==> src/design/int4_weight_dequant_nz_defines.svh <==
// Assertion macros used by the dequantizer top level.
`ifndef INT4_WEIGHT_DEQUANT_NZ_DEFINES_SVH
`define INT4_WEIGHT_DEQUANT_NZ_DEFINES_SVH
`ifndef ASSERT_OFF
`define DQ_ASSERT_IMPL(lbl, clk, rst_n, ante, cons) \
    lbl: assert property (@(posedge clk) disable iff (!rst_n) (ante) |-> (cons)) \
        else $error("dequantizer assertion failed");
`define DQ_ASSERT_NEXT(lbl, clk, rst_n, ante, cons) \
    lbl: assert property (@(posedge clk) disable iff (!rst_n) (ante) |=> (cons)) \
        else $error("dequantizer assertion failed");
`else
`define DQ_ASSERT_IMPL(lbl, clk, rst_n, ante, cons)
`define DQ_ASSERT_NEXT(lbl, clk, rst_n, ante, cons)
`endif
`endif

==> src/design/i4dq_pkg.sv <==
// Shared constants, types and the NZ address function of the dequantizer.
`default_nettype none
package i4dq_pkg;
    localparam int ROWS         = 128;
    localparam int COLUMNS      = 64;
    localparam int FRACTAL_SIDE = 16;
    localparam int KBLOCKS      = ROWS / FRACTAL_SIDE;
    localparam int LANES        = 8;
    localparam int LANE_W       = 3;
    localparam int COL_W        = 6;
    localparam int GROUP_W      = 3;
    localparam int ROW_W        = 7;
    localparam int ADDR_W       = 13;
    localparam int HALF_W       = 16;
    localparam int WORD_W       = 32;
    localparam int ENTRY_W      = 32;

    localparam logic OP_LOAD   = 1'b0;
    localparam logic OP_DECODE = 1'b1;
    localparam logic [LANE_W-1:0] LAST_LANE = LANE_W'(LANES - 1);
    localparam logic [HALF_W-1:0] HALF_QNAN = 16'h7E00;
    localparam logic [HALF_W-1:0] HALF_INF  = 16'h7C00;

    typedef struct packed {
        logic [ADDR_W-1:0] nz;
        logic              last;
    } lane_meta_t;

    typedef struct packed {
        logic o_inf;
        logic o_nan;
        logic o_sign;
        logic s_zero;
        logic s_inf;
        logic s_nan;
        logic s_sign;
        logic sum_zero;
        logic sum_sign;
    } cls_t;

    function automatic logic [ADDR_W-1:0] nz_pos(input logic [ROW_W-1:0] row,
                                                 input logic [COL_W-1:0] col);
        int r;
        int c;
        int p;
        r = int'(row);
        c = int'(col) % COLUMNS;
        p = (((c / FRACTAL_SIDE) * KBLOCKS + r / FRACTAL_SIDE) * FRACTAL_SIDE
             + r % FRACTAL_SIDE) * FRACTAL_SIDE + c % FRACTAL_SIDE;
        return ADDR_W'(p);
    endfunction
endpackage
`default_nettype wire

==> src/design/i4dq_ram.sv <==
// Generic single-write, single-read RAM with a registered, read-first output.
`default_nettype none
module i4dq_ram #(
    parameter int WIDTH = 32,
    parameter int DEPTH = 64
) (
    input  logic                     clk,
    input  logic                     we,
    input  logic [$clog2(DEPTH)-1:0] waddr,
    input  logic [WIDTH-1:0]         wdata,
    input  logic                     re,
    input  logic [$clog2(DEPTH)-1:0] raddr,
    output logic [WIDTH-1:0]         rdata
);
    logic [WIDTH-1:0] mem_reg [DEPTH];
    logic [WIDTH-1:0] rdata_reg;

    always_ff @(posedge clk)
    begin
        if (we)
        begin
            mem_reg[waddr] <= wdata;
        end
        if (re)
        begin
            rdata_reg <= mem_reg[raddr];
        end
    end

    assign rdata = rdata_reg;
endmodule
`default_nettype wire

==> src/design/i4dq_datapath.sv <==
// Floating-point pipeline: offset add, fp32 rounding, scale multiply, fp16 rounding.
`default_nettype none
module i4dq_datapath (
    input  logic                        clk,
    input  logic                        rst_n,
    input  logic                        v1,
    input  logic [3:0]                  nib1,
    input  i4dq_pkg::lane_meta_t        meta1,
    input  logic [i4dq_pkg::ENTRY_W-1:0] entry1,
    input  logic                        out_ready,
    output logic                        adv,
    output logic                        out_valid,
    output logic [i4dq_pkg::ADDR_W-1:0] nz_address,
    output logic [i4dq_pkg::HALF_W-1:0] weight_value,
    output logic                        last_lane
);
    import i4dq_pkg::*;

    localparam int FRAC  = 24;
    localparam int FIX_W = 41;
    localparam int SUM_W = 42;

    logic [HALF_W-1:0] off_h;
    logic [HALF_W-1:0] scl_h;
    logic [FIX_W-1:0]  o_mag;
    logic [SUM_W-1:0]  q_ext;
    logic [SUM_W-1:0]  sum_c;
    logic [3:0]        s_k;
    logic [10:0]       ms_c;
    logic signed [6:0] es_c;
    cls_t              cls_c;
    cls_t              cls2_c;

    logic              v2_reg, v3_reg, v4_reg, v5_reg, v6_reg, vo_reg;
    lane_meta_t        meta2_reg, meta3_reg, meta4_reg, meta5_reg, meta6_reg, meta_o_reg;
    cls_t              cls2_reg, cls3_reg, cls4_reg, cls5_reg, cls6_reg;
    logic [SUM_W-1:0]  sum2_reg;
    logic [10:0]       ms2_reg, ms3_reg, ms4_reg;
    logic signed [6:0] es2_reg, es3_reg, es4_reg;
    logic [FIX_W-1:0]  mag3_reg;
    logic [5:0]        p3_reg;
    logic [23:0]       m4_reg;
    logic [5:0]        ps4_reg;
    logic [34:0]       prod5_reg;
    logic signed [8:0] t5_reg;
    logic [23:0]       m6_reg;
    logic signed [8:0] e6_reg;
    logic [HALF_W-1:0] w_o_reg;

    logic [FIX_W-1:0]  mag_c;
    logic [5:0]        p_c;
    logic [FIX_W-1:0]  norm_c;
    logic              up3_c;
    logic [24:0]       m25_c;
    logic [23:0]       m24_c;
    logic [5:0]        ps_c;
    logic [34:0]       prod_c;
    logic signed [8:0] t0_c;
    logic [34:0]       pn_c;
    logic signed [8:0] t_c;
    logic              up5_c;
    logic [24:0]       mp25_c;
    logic [23:0]       mp_c;
    logic signed [8:0] e_c;
    logic [4:0]        sh_c;
    logic [HALF_W-1:0] base_c;
    logic [47:0]       x_c;
    logic              up6_c;
    logic [HALF_W-1:0] h_c;
    logic [HALF_W-1:0] w_c;
    logic              nan_c;
    logic              inf_c;
    logic              zero_c;
    logic              sgn_c;

    assign adv = !vo_reg || out_ready;

    // Stage one: offset to fixed point (units of 2^-24), add the weight, decode the scale.
    assign off_h = entry1[HALF_W-1:0];
    assign scl_h = entry1[ENTRY_W-1:HALF_W];
    assign o_mag = (off_h[14:10] == 5'd0) ? FIX_W'(off_h[9:0])
                 : (FIX_W'({1'b1, off_h[9:0]}) << (off_h[14:10] - 5'd1));
    assign q_ext = {{(SUM_W - 4 - FRAC){nib1[3]}}, nib1, {FRAC{1'b0}}};
    assign sum_c = off_h[15] ? (q_ext - {1'b0, o_mag}) : (q_ext + {1'b0, o_mag});

    always_comb
    begin
        s_k = 4'd0;
        for (int i = 0; i < 10; i++)
        begin
            if (scl_h[i])
            begin
                s_k = 4'(i);
            end
        end
        if (scl_h[14:10] == 5'd0)
        begin
            ms_c = 11'({1'b0, scl_h[9:0]} << (4'd10 - s_k));
            es_c = 7'sd34 * -7'sd1 + $signed({3'b000, s_k});
        end
        else
        begin
            ms_c = {1'b1, scl_h[9:0]};
            es_c = $signed({2'b00, scl_h[14:10]}) - 7'sd25;
        end
        cls_c.o_inf    = (off_h[14:10] == 5'h1F) && (off_h[9:0] == 10'd0);
        cls_c.o_nan    = (off_h[14:10] == 5'h1F) && (off_h[9:0] != 10'd0);
        cls_c.o_sign   = off_h[15];
        cls_c.s_zero   = (scl_h[14:0] == 15'd0);
        cls_c.s_inf    = (scl_h[14:10] == 5'h1F) && (scl_h[9:0] == 10'd0);
        cls_c.s_nan    = (scl_h[14:10] == 5'h1F) && (scl_h[9:0] != 10'd0);
        cls_c.s_sign   = scl_h[15];
        cls_c.sum_zero = 1'b0;
        cls_c.sum_sign = 1'b0;
    end

    // Stage two: magnitude and leading-one position of the sum.
    always_comb
    begin
        mag_c = sum2_reg[SUM_W-1] ? FIX_W'(-sum2_reg) : sum2_reg[FIX_W-1:0];
        p_c   = 6'd0;
        for (int i = 0; i < FIX_W; i++)
        begin
            if (mag_c[i])
            begin
                p_c = 6'(i);
            end
        end
        cls2_c          = cls2_reg;
        cls2_c.sum_zero = (mag_c == '0);
        cls2_c.sum_sign = sum2_reg[SUM_W-1];
    end

    // Stage three: normalise and round the sum to a 24-bit fp32 significand.
    always_comb
    begin
        norm_c = mag3_reg << (6'(FIX_W - 1) - p3_reg);
        up3_c  = norm_c[16] && ((|norm_c[15:0]) || norm_c[17]);
        m25_c  = {1'b0, norm_c[40:17]} + 25'(up3_c);
        if (m25_c[24])
        begin
            m24_c = 24'h800000;
            ps_c  = p3_reg + 6'd1;
        end
        else
        begin
            m24_c = m25_c[23:0];
            ps_c  = p3_reg;
        end
    end

    // Stage four: significand product.
    assign prod_c = 35'(m4_reg) * 35'(ms4_reg);
    assign t0_c   = $signed({3'b000, ps4_reg}) - 9'sd47 + 9'(es4_reg);

    // Stage five: normalise and round the product to fp32.
    always_comb
    begin
        if (prod5_reg[34])
        begin
            pn_c = prod5_reg;
            t_c  = t5_reg;
        end
        else
        begin
            pn_c = {prod5_reg[33:0], 1'b0};
            t_c  = t5_reg - 9'sd1;
        end
        up5_c  = pn_c[10] && ((|pn_c[9:0]) || pn_c[11]);
        mp25_c = {1'b0, pn_c[34:11]} + 25'(up5_c);
        if (mp25_c[24])
        begin
            mp_c = 24'h800000;
            e_c  = t_c + 9'sd35;
        end
        else
        begin
            mp_c = mp25_c[23:0];
            e_c  = t_c + 9'sd34;
        end
    end

    // Stage six: fp32 to fp16 with nearest-even rounding and special values.
    always_comb
    begin
        if (e6_reg >= -9'sd14)
        begin
            sh_c   = 5'd13;
            base_c = HALF_W'(e6_reg + 9'sd14) << 10;
        end
        else
        begin
            sh_c   = 5'(-9'sd1 - e6_reg);
            base_c = '0;
        end
        x_c   = {m6_reg, 24'd0} >> sh_c;
        up6_c = x_c[23] && ((|x_c[22:0]) || x_c[24]);
        h_c   = base_c + HALF_W'(x_c[47:24]) + HALF_W'(up6_c);
        if (e6_reg > 9'sd15)
        begin
            h_c = HALF_INF;
        end
        else if (e6_reg < -9'sd25)
        begin
            h_c = '0;
        end
        nan_c  = cls6_reg.o_nan || cls6_reg.s_nan || (cls6_reg.o_inf && cls6_reg.s_zero)
              || (!cls6_reg.o_inf && cls6_reg.sum_zero && cls6_reg.s_inf);
        inf_c  = cls6_reg.o_inf || cls6_reg.s_inf;
        zero_c = cls6_reg.sum_zero || cls6_reg.s_zero;
        sgn_c  = (cls6_reg.o_inf ? cls6_reg.o_sign : cls6_reg.sum_sign) ^ cls6_reg.s_sign;
        if (nan_c)
        begin
            w_c = HALF_QNAN;
        end
        else if (inf_c)
        begin
            w_c = {sgn_c, HALF_INF[14:0]};
        end
        else if (zero_c)
        begin
            w_c = {sgn_c, 15'd0};
        end
        else
        begin
            w_c = {sgn_c, h_c[14:0]};
        end
    end

    always_ff @(posedge clk or negedge rst_n)
    begin
        if (!rst_n)
        begin
            v2_reg <= 1'b0;
            v3_reg <= 1'b0;
            v4_reg <= 1'b0;
            v5_reg <= 1'b0;
            v6_reg <= 1'b0;
            vo_reg <= 1'b0;
        end
        else if (adv)
        begin
            v2_reg <= v1;
            v3_reg <= v2_reg;
            v4_reg <= v3_reg;
            v5_reg <= v4_reg;
            v6_reg <= v5_reg;
            vo_reg <= v6_reg;
        end
    end

    always_ff @(posedge clk)
    begin
        if (adv)
        begin
            meta2_reg  <= meta1;
            sum2_reg   <= sum_c;
            cls2_reg   <= cls_c;
            ms2_reg    <= ms_c;
            es2_reg    <= es_c;

            meta3_reg  <= meta2_reg;
            mag3_reg   <= mag_c;
            p3_reg     <= p_c;
            cls3_reg   <= cls2_c;
            ms3_reg    <= ms2_reg;
            es3_reg    <= es2_reg;

            meta4_reg  <= meta3_reg;
            m4_reg     <= m24_c;
            ps4_reg    <= ps_c;
            cls4_reg   <= cls3_reg;
            ms4_reg    <= ms3_reg;
            es4_reg    <= es3_reg;

            meta5_reg  <= meta4_reg;
            prod5_reg  <= prod_c;
            t5_reg     <= t0_c;
            cls5_reg   <= cls4_reg;

            meta6_reg  <= meta5_reg;
            m6_reg     <= mp_c;
            e6_reg     <= e_c;
            cls6_reg   <= cls5_reg;

            meta_o_reg <= meta6_reg;
            w_o_reg    <= w_c;
        end
    end

    assign out_valid    = vo_reg;
    assign nz_address   = meta_o_reg.nz;
    assign weight_value = w_o_reg;
    assign last_lane    = meta_o_reg.last;
endmodule
`default_nettype wire

==> src/design/int4_weight_dequant_nz.sv <==
// Top level of the packed int4 weight dequantizer with NZ addressing.
//
// One request channel (in_valid/in_ready) carries two kinds of request. A load
// request writes one column's fp16 scale and offset into the table memory and
// produces no result. A decode request carries eight signed nibbles for one row
// and one group of eight columns and produces eight results, lane 0 first, on
// the result channel (out_valid/out_ready); the eighth has last_lane set.
// Each lane is read from the table and registered into the lane registers, then
// passes the datapath stages and its output register before its result is valid.
// A decode occupies the table read port one lane per cycle while nothing stalls,
// and the next request is taken in the cycle of its last lane, so decodes follow
// each other with one result per cycle while the receiver does not stall.
// A load is written into the table when accepted. When the receiver stalls, the
// whole pipeline and the lane sequencer hold; requests are taken again as soon as
// results drain. Reset empties the pipeline and the sequencer; the table contents
// are undefined until loaded, and a column must be loaded before it is decoded.
`default_nettype none
`include "int4_weight_dequant_nz_defines.svh"
module int4_weight_dequant_nz (
    input  logic                         clk,
    input  logic                         rst_n,
    input  logic                         in_valid,
    output logic                         in_ready,
    input  logic                         opcode,
    input  logic [i4dq_pkg::COL_W-1:0]   column_index,
    input  logic [i4dq_pkg::HALF_W-1:0]  scale_value,
    input  logic [i4dq_pkg::HALF_W-1:0]  offset_value,
    input  logic [i4dq_pkg::WORD_W-1:0]  packed_word,
    input  logic [i4dq_pkg::ROW_W-1:0]   row_index,
    input  logic [i4dq_pkg::GROUP_W-1:0] column_group,
    output logic                         out_valid,
    input  logic                         out_ready,
    output logic [i4dq_pkg::ADDR_W-1:0]  nz_address,
    output logic [i4dq_pkg::HALF_W-1:0]  weight_value,
    output logic                         last_lane
);
    import i4dq_pkg::*;

    logic                busy_reg, busy_next;
    logic [LANE_W-1:0]   lane_reg, lane_next;
    logic [WORD_W-1:0]   word_reg;
    logic [ROW_W-1:0]    row_reg;
    logic [GROUP_W-1:0]  group_reg;
    logic                v1_reg;
    logic [3:0]          nib1_reg;
    lane_meta_t          meta1_reg;

    logic                adv;
    logic                accept;
    logic                acc_dec;
    logic                issue;
    logic [COL_W-1:0]    rd_col;
    logic [ENTRY_W-1:0]  entry;

    assign in_ready = adv && (!busy_reg || (lane_reg == LAST_LANE));
    assign accept   = in_valid && in_ready;
    assign acc_dec  = accept && (opcode == OP_DECODE);
    assign issue    = adv && busy_reg;
    assign rd_col   = {group_reg, lane_reg};

    always_comb
    begin
        busy_next = busy_reg;
        lane_next = lane_reg;
        if (acc_dec)
        begin
            busy_next = 1'b1;
            lane_next = '0;
        end
        else if (issue)
        begin
            busy_next = (lane_reg != LAST_LANE);
            lane_next = lane_reg + LANE_W'(1);
        end
    end

    always_ff @(posedge clk or negedge rst_n)
    begin
        if (!rst_n)
        begin
            busy_reg <= 1'b0;
            lane_reg <= '0;
            v1_reg   <= 1'b0;
        end
        else
        begin
            busy_reg <= busy_next;
            lane_reg <= lane_next;
            if (adv)
            begin
                v1_reg <= issue;
            end
        end
    end

    always_ff @(posedge clk)
    begin
        if (acc_dec)
        begin
            word_reg  <= packed_word;
            row_reg   <= row_index;
            group_reg <= column_group;
        end
        if (adv)
        begin
            nib1_reg  <= word_reg[lane_reg * 4 +: 4];
            meta1_reg <= '{nz: nz_pos(row_reg, rd_col), last: (lane_reg == LAST_LANE)};
        end
    end

    i4dq_ram #(
        .WIDTH (ENTRY_W),
        .DEPTH (COLUMNS)
    ) u_table (
        .clk   (clk),
        .we    (accept && (opcode == OP_LOAD)),
        .waddr (column_index),
        .wdata ({scale_value, offset_value}),
        .re    (issue),
        .raddr (rd_col),
        .rdata (entry)
    );

    i4dq_datapath u_datapath (
        .clk          (clk),
        .rst_n        (rst_n),
        .v1           (v1_reg),
        .nib1         (nib1_reg),
        .meta1        (meta1_reg),
        .entry1       (entry),
        .out_ready    (out_ready),
        .adv          (adv),
        .out_valid    (out_valid),
        .nz_address   (nz_address),
        .weight_value (weight_value),
        .last_lane    (last_lane)
    );

    `DQ_ASSERT_IMPL(a_ready_only_on_last, clk, rst_n, busy_reg && in_ready, lane_reg == LAST_LANE)
    `DQ_ASSERT_NEXT(a_decode_starts, clk, rst_n, acc_dec, busy_reg && (lane_reg == '0))
    `DQ_ASSERT_NEXT(a_stall_holds_lane, clk, rst_n, out_valid && !out_ready && busy_reg, $stable(lane_reg))
endmodule
`default_nettype wire
==> config.mk <==
export PLATFORM = sky130hd
export DESIGN_NAME = int4_weight_dequant_nz
export DESIGN_NICKNAME = d
export VERILOG_FILES = /design/src/design/i4dq_pkg.sv /design/src/design/i4dq_ram.sv /design/src/design/i4dq_datapath.sv /design/src/design/int4_weight_dequant_nz.sv
export VERILOG_INCLUDE_DIRS = /design/src /design/src/design
export SDC_FILE = /design/constraint.sdc
export NUM_CORES = 2
export LEC_CHECK = 0
export BUFFER_PORTS_ARGS = -buffer_cell sky130_fd_sc_hd__buf_2
export CAP_MARGIN = 25
export CORE_MARGIN = 10
export CORE_UTILIZATION = 44
export CTS_CLUSTER_SIZE = 12
export DETAILED_ROUTE_END_ITERATION = 10
export SLEW_MARGIN = 20
export SYNTH_ARGS = -nofsm -noshare
export SYNTH_HDL_FRONTEND = slang
export SYNTH_SLANG_ARGS = --single-unit
==> constraint.sdc <==
create_clock -name clk -period 48 [get_ports clk]
set_clock_uncertainty 0.1 [all_clocks]
set_input_delay 2.4 -clock clk [delete_from_list [all_inputs] [get_ports clk]]
set_output_delay 2.4 -clock clk [all_outputs]
set_load 0.02 [all_outputs]
==> results.json <==
{
  "gp_congestion": 0.866,
  "dp_hpwl_um": 166000,
  "synth.distinct_cells": 96,
  "grt-ovfl-total": 0,
  "cp_max_fo": 24,
  "grt_util_all_layers_pct": 19.8,
  "rows": 186,
  "synth_common_cells": "edfxtp_1, mux4_2, nand2_1",
  "via_per_inst": 5.86,
  "path_cells": "nand2_1, fa_1, fa_1, inv_1, fa_1, inv_1, fa_1, fa_1, inv_1, ha_1, a21o_1, a21oi_1, nor3b_1, a21boi_0, nor2_1, o311ai_0, o211ai_1, o311a_1, o21ai_0, a21o_1, a21oi_1, xnor2_1",
  "ctsHoldBuffers": 0,
  "synth_seq_cells": 2543,
  "hp-class": "reg2reg",
  "dpl.cell_count": 9641,
  "yosysTopAreaCell": "edfxtp_1",
  "rsz0062_at_grt": "false",
  "start_util_pct": 44.2,
  "grt_pass1_vias": 60967,
  "register_area_mm2": 0.0763,
  "synth_cells": 6327,
  "synth_edf_count": 2532,
  "routed-via-count": 59366,
  "ys.warnings.count": 0,
  "syn_to_final_growth_pct": 12.2,
  "syn_avg_cell_area_um2": 18.0,
  "path_clk_slew_ps": 60,
  "yosysTopAreaCellShare_pct": 66.9,
  "synthTopCellsByArea": "edfxtp_1, mux4_2, fa_1, ha_1, nand2_1",
  "h-tree-depth": 5,
  "relSlewSlack_pct": 32.3,
  "wl_per_cell_um": 27.6,
  "synth.most_common_cell": "edfxtp_1",
  "drt-pass1-iter-count": 5,
  "drt_iter0_markers": 5745,
  "hold_viol": 0,
  "status": "completed",
  "coreArea_mm2": 0.257,
  "grt_max_degree": 90,
  "fin_tns_setup_ps": 0,
  "numPortBuffers": 116,
  "crit_path_frequent_cell": "fa_1",
  "nFillCells": 20906,
  "finalCritPeriodShare_pct": 14.4,
  "setup_viol": 0,
  "final_antenna_net_count": 0,
  "cts-buffers-inserted": 290,
  "die_x_um": 528,
  "drc": 0,
  "clock_path_buffers": 4,
  "fp.dieH_um": 528,
  "io_pins": 117,
  "grt_pass1_wl_um": 415000,
  "synth_ff_type": "edfxtp_1",
  "fmax_mhz": 145,
  "finalNonFillerCells": 10123,
  "cts.sinks": 2543,
  "multi_input_area_mm2": 0.0356,
  "cts.repair.resized": 0,
  "postCtsSetupRepairBufs": 0,
  "criticalPathCategory": "reg2reg",
  "cp.arrival_ps": 7400,
  "fin_nets": 6986,
  "grt_antenna_before_repair": 16,
  "cap_violations": 0,
  "critical_path_buf_inv_count": 3,
  "cts_tree": "done",
  "cp.required_ps": 48490,
  "drive_gt1_share_pct": 22.1,
  "root_buffer": "clkbuf_16",
  "largest_reg_flops": 2048,
  "crit_family": "adder cells",
  "syn-num-nets": 6759,
  "synthArstFlopShare_pct": 0.433,
  "slew_viol_final": 0,
  "die_area_mm2": 0.279,
  "cp-start-kind": "flip-flop",
  "yosysSeqAreaShare_pct": 67.1,
  "endpoint_kind": "flip-flop",
  "worstMarginPinSlew_ps": 1010,
  "slowest_stage": "edfxtp_1",
  "synth.cell_area_mm2": 0.114,
  "wl_um": 279000,
  "clock_latency_ps": 930,
  "fin_crit_ps": 6910,
  "cp_slowest_stage_delay_ps": 960
}
==> placed cells by master (no fill, tap or decap), types with 22 or more instances in the layout <==
cell type and n:
edfxtp_1 2532, mux4_2 729, nand2_1 423, clkbuf_16 295, inv_1 247, fa_1 199, nor2_1 192, a21oi_1 157
buf_4 157, ha_1 148, o21ai_0 141, xnor2_1 127, mux2i_1 119, and2_1 115, buf_2 97, clkbuf_1 74
nand3_1 72, nor2_4 64, clkinv_1 58, xor2_1 56, nor3_1 50, mux2_2 39, nand2b_1 35, o31ai_1 34
nor2b_1 30, or3_1 29, a211oi_1 29, a31oi_1 29, a21o_1 29, and3_1 26, nand4_1 23, o21bai_1 22
==> per-stage QoR <==
stage / worst slack [ps] / utilization [%] / instance area, µm² / hold slack [ps]
2_1_floorplan: 30630 / - / 114000 / 300
3_3_place_gp: 41180 / 46.2 / 119000 / 300
3_5_place_dp: 41110 / 46.3 / 119000 / 305
4_1_cts: 41080 / 49.6 / 127000 / 295
5_1_grt: 40560 / 49.6 / 127000 / 294
6_report: 41090 / 49.6 / 127000 / 291
==> kinds of logic after synthesis <==
| family | Yosys count | synth area share, % |
|---|---|---|
| flops | 2543 | 67.1 |
| simple gates | 1162 | 4.88 |
| mux | 887 | 15.9 |
| compound gates | 619 | 3.52 |
| buf+inv | 583 | 2.00 |
| fa+ha+maj | 347 | 5.13 |
| xor+xnor | 186 | 1.44 |
==> path summary, 6_finish.rpt <==
path | start | slack (ps) | depth (start not counted) | endpoint
setup / recovery | u_datapath.ms4_reg[3]$_DFFE_PN_ | 41090 | 22 | u_datapath.prod5_reg[33]$_DFFE_PN_
hold / removal | u_datapath.meta5_reg[4]$_DFFE_PN_ | 290 | 0 | u_datapath.meta6_reg[4]$_DFFE_PN_
setup reg to reg | u_datapath.ms4_reg[3]$_DFFE_PN_ | 41090 | 22 | u_datapath.prod5_reg[33]$_DFFE_PN_
hold reg to reg | u_datapath.meta5_reg[4]$_DFFE_PN_ | 290 | 0 | u_datapath.meta6_reg[4]$_DFFE_PN_
max in group asynchronous | rst_n | 46280 | 1 | lane_reg[0]$_DFFE_PN0P_
min in group asynchronous | rst_n | 1280 | 1 | lane_reg[1]$_DFFE_PN0P_
==> area by class of cell <==
type                    instances  share of cell area (%)
flip-flops and latches       2543                    59.9
multi-input cells            3201                    27.9
clock buffers                 371                    6.03
well taps                    3384                    3.32
repair buffers                266                    1.49
inverters                     252                   0.742
clock inverters               100                   0.611
diodes                          6                  0.0118
==> layer usage <==
| metal | vias up | part of all wire [%] | track usage [%] |
|---|---|---|---|
| met2 | 1891 | 49 | 32.9 |
| met1 | 31534 | 42 | 27.3 |
| li1 | 25507 | - | - |
| met5 | - | 0.039 | 0 |
| met3 | 418 | 6.2 | 3.47 |
| met4 | 16 | 2.4 | 4.97 |
Power is not shown: default switching activity piles up to over one toggle a cycle in this logic, so the estimate is an artifact.
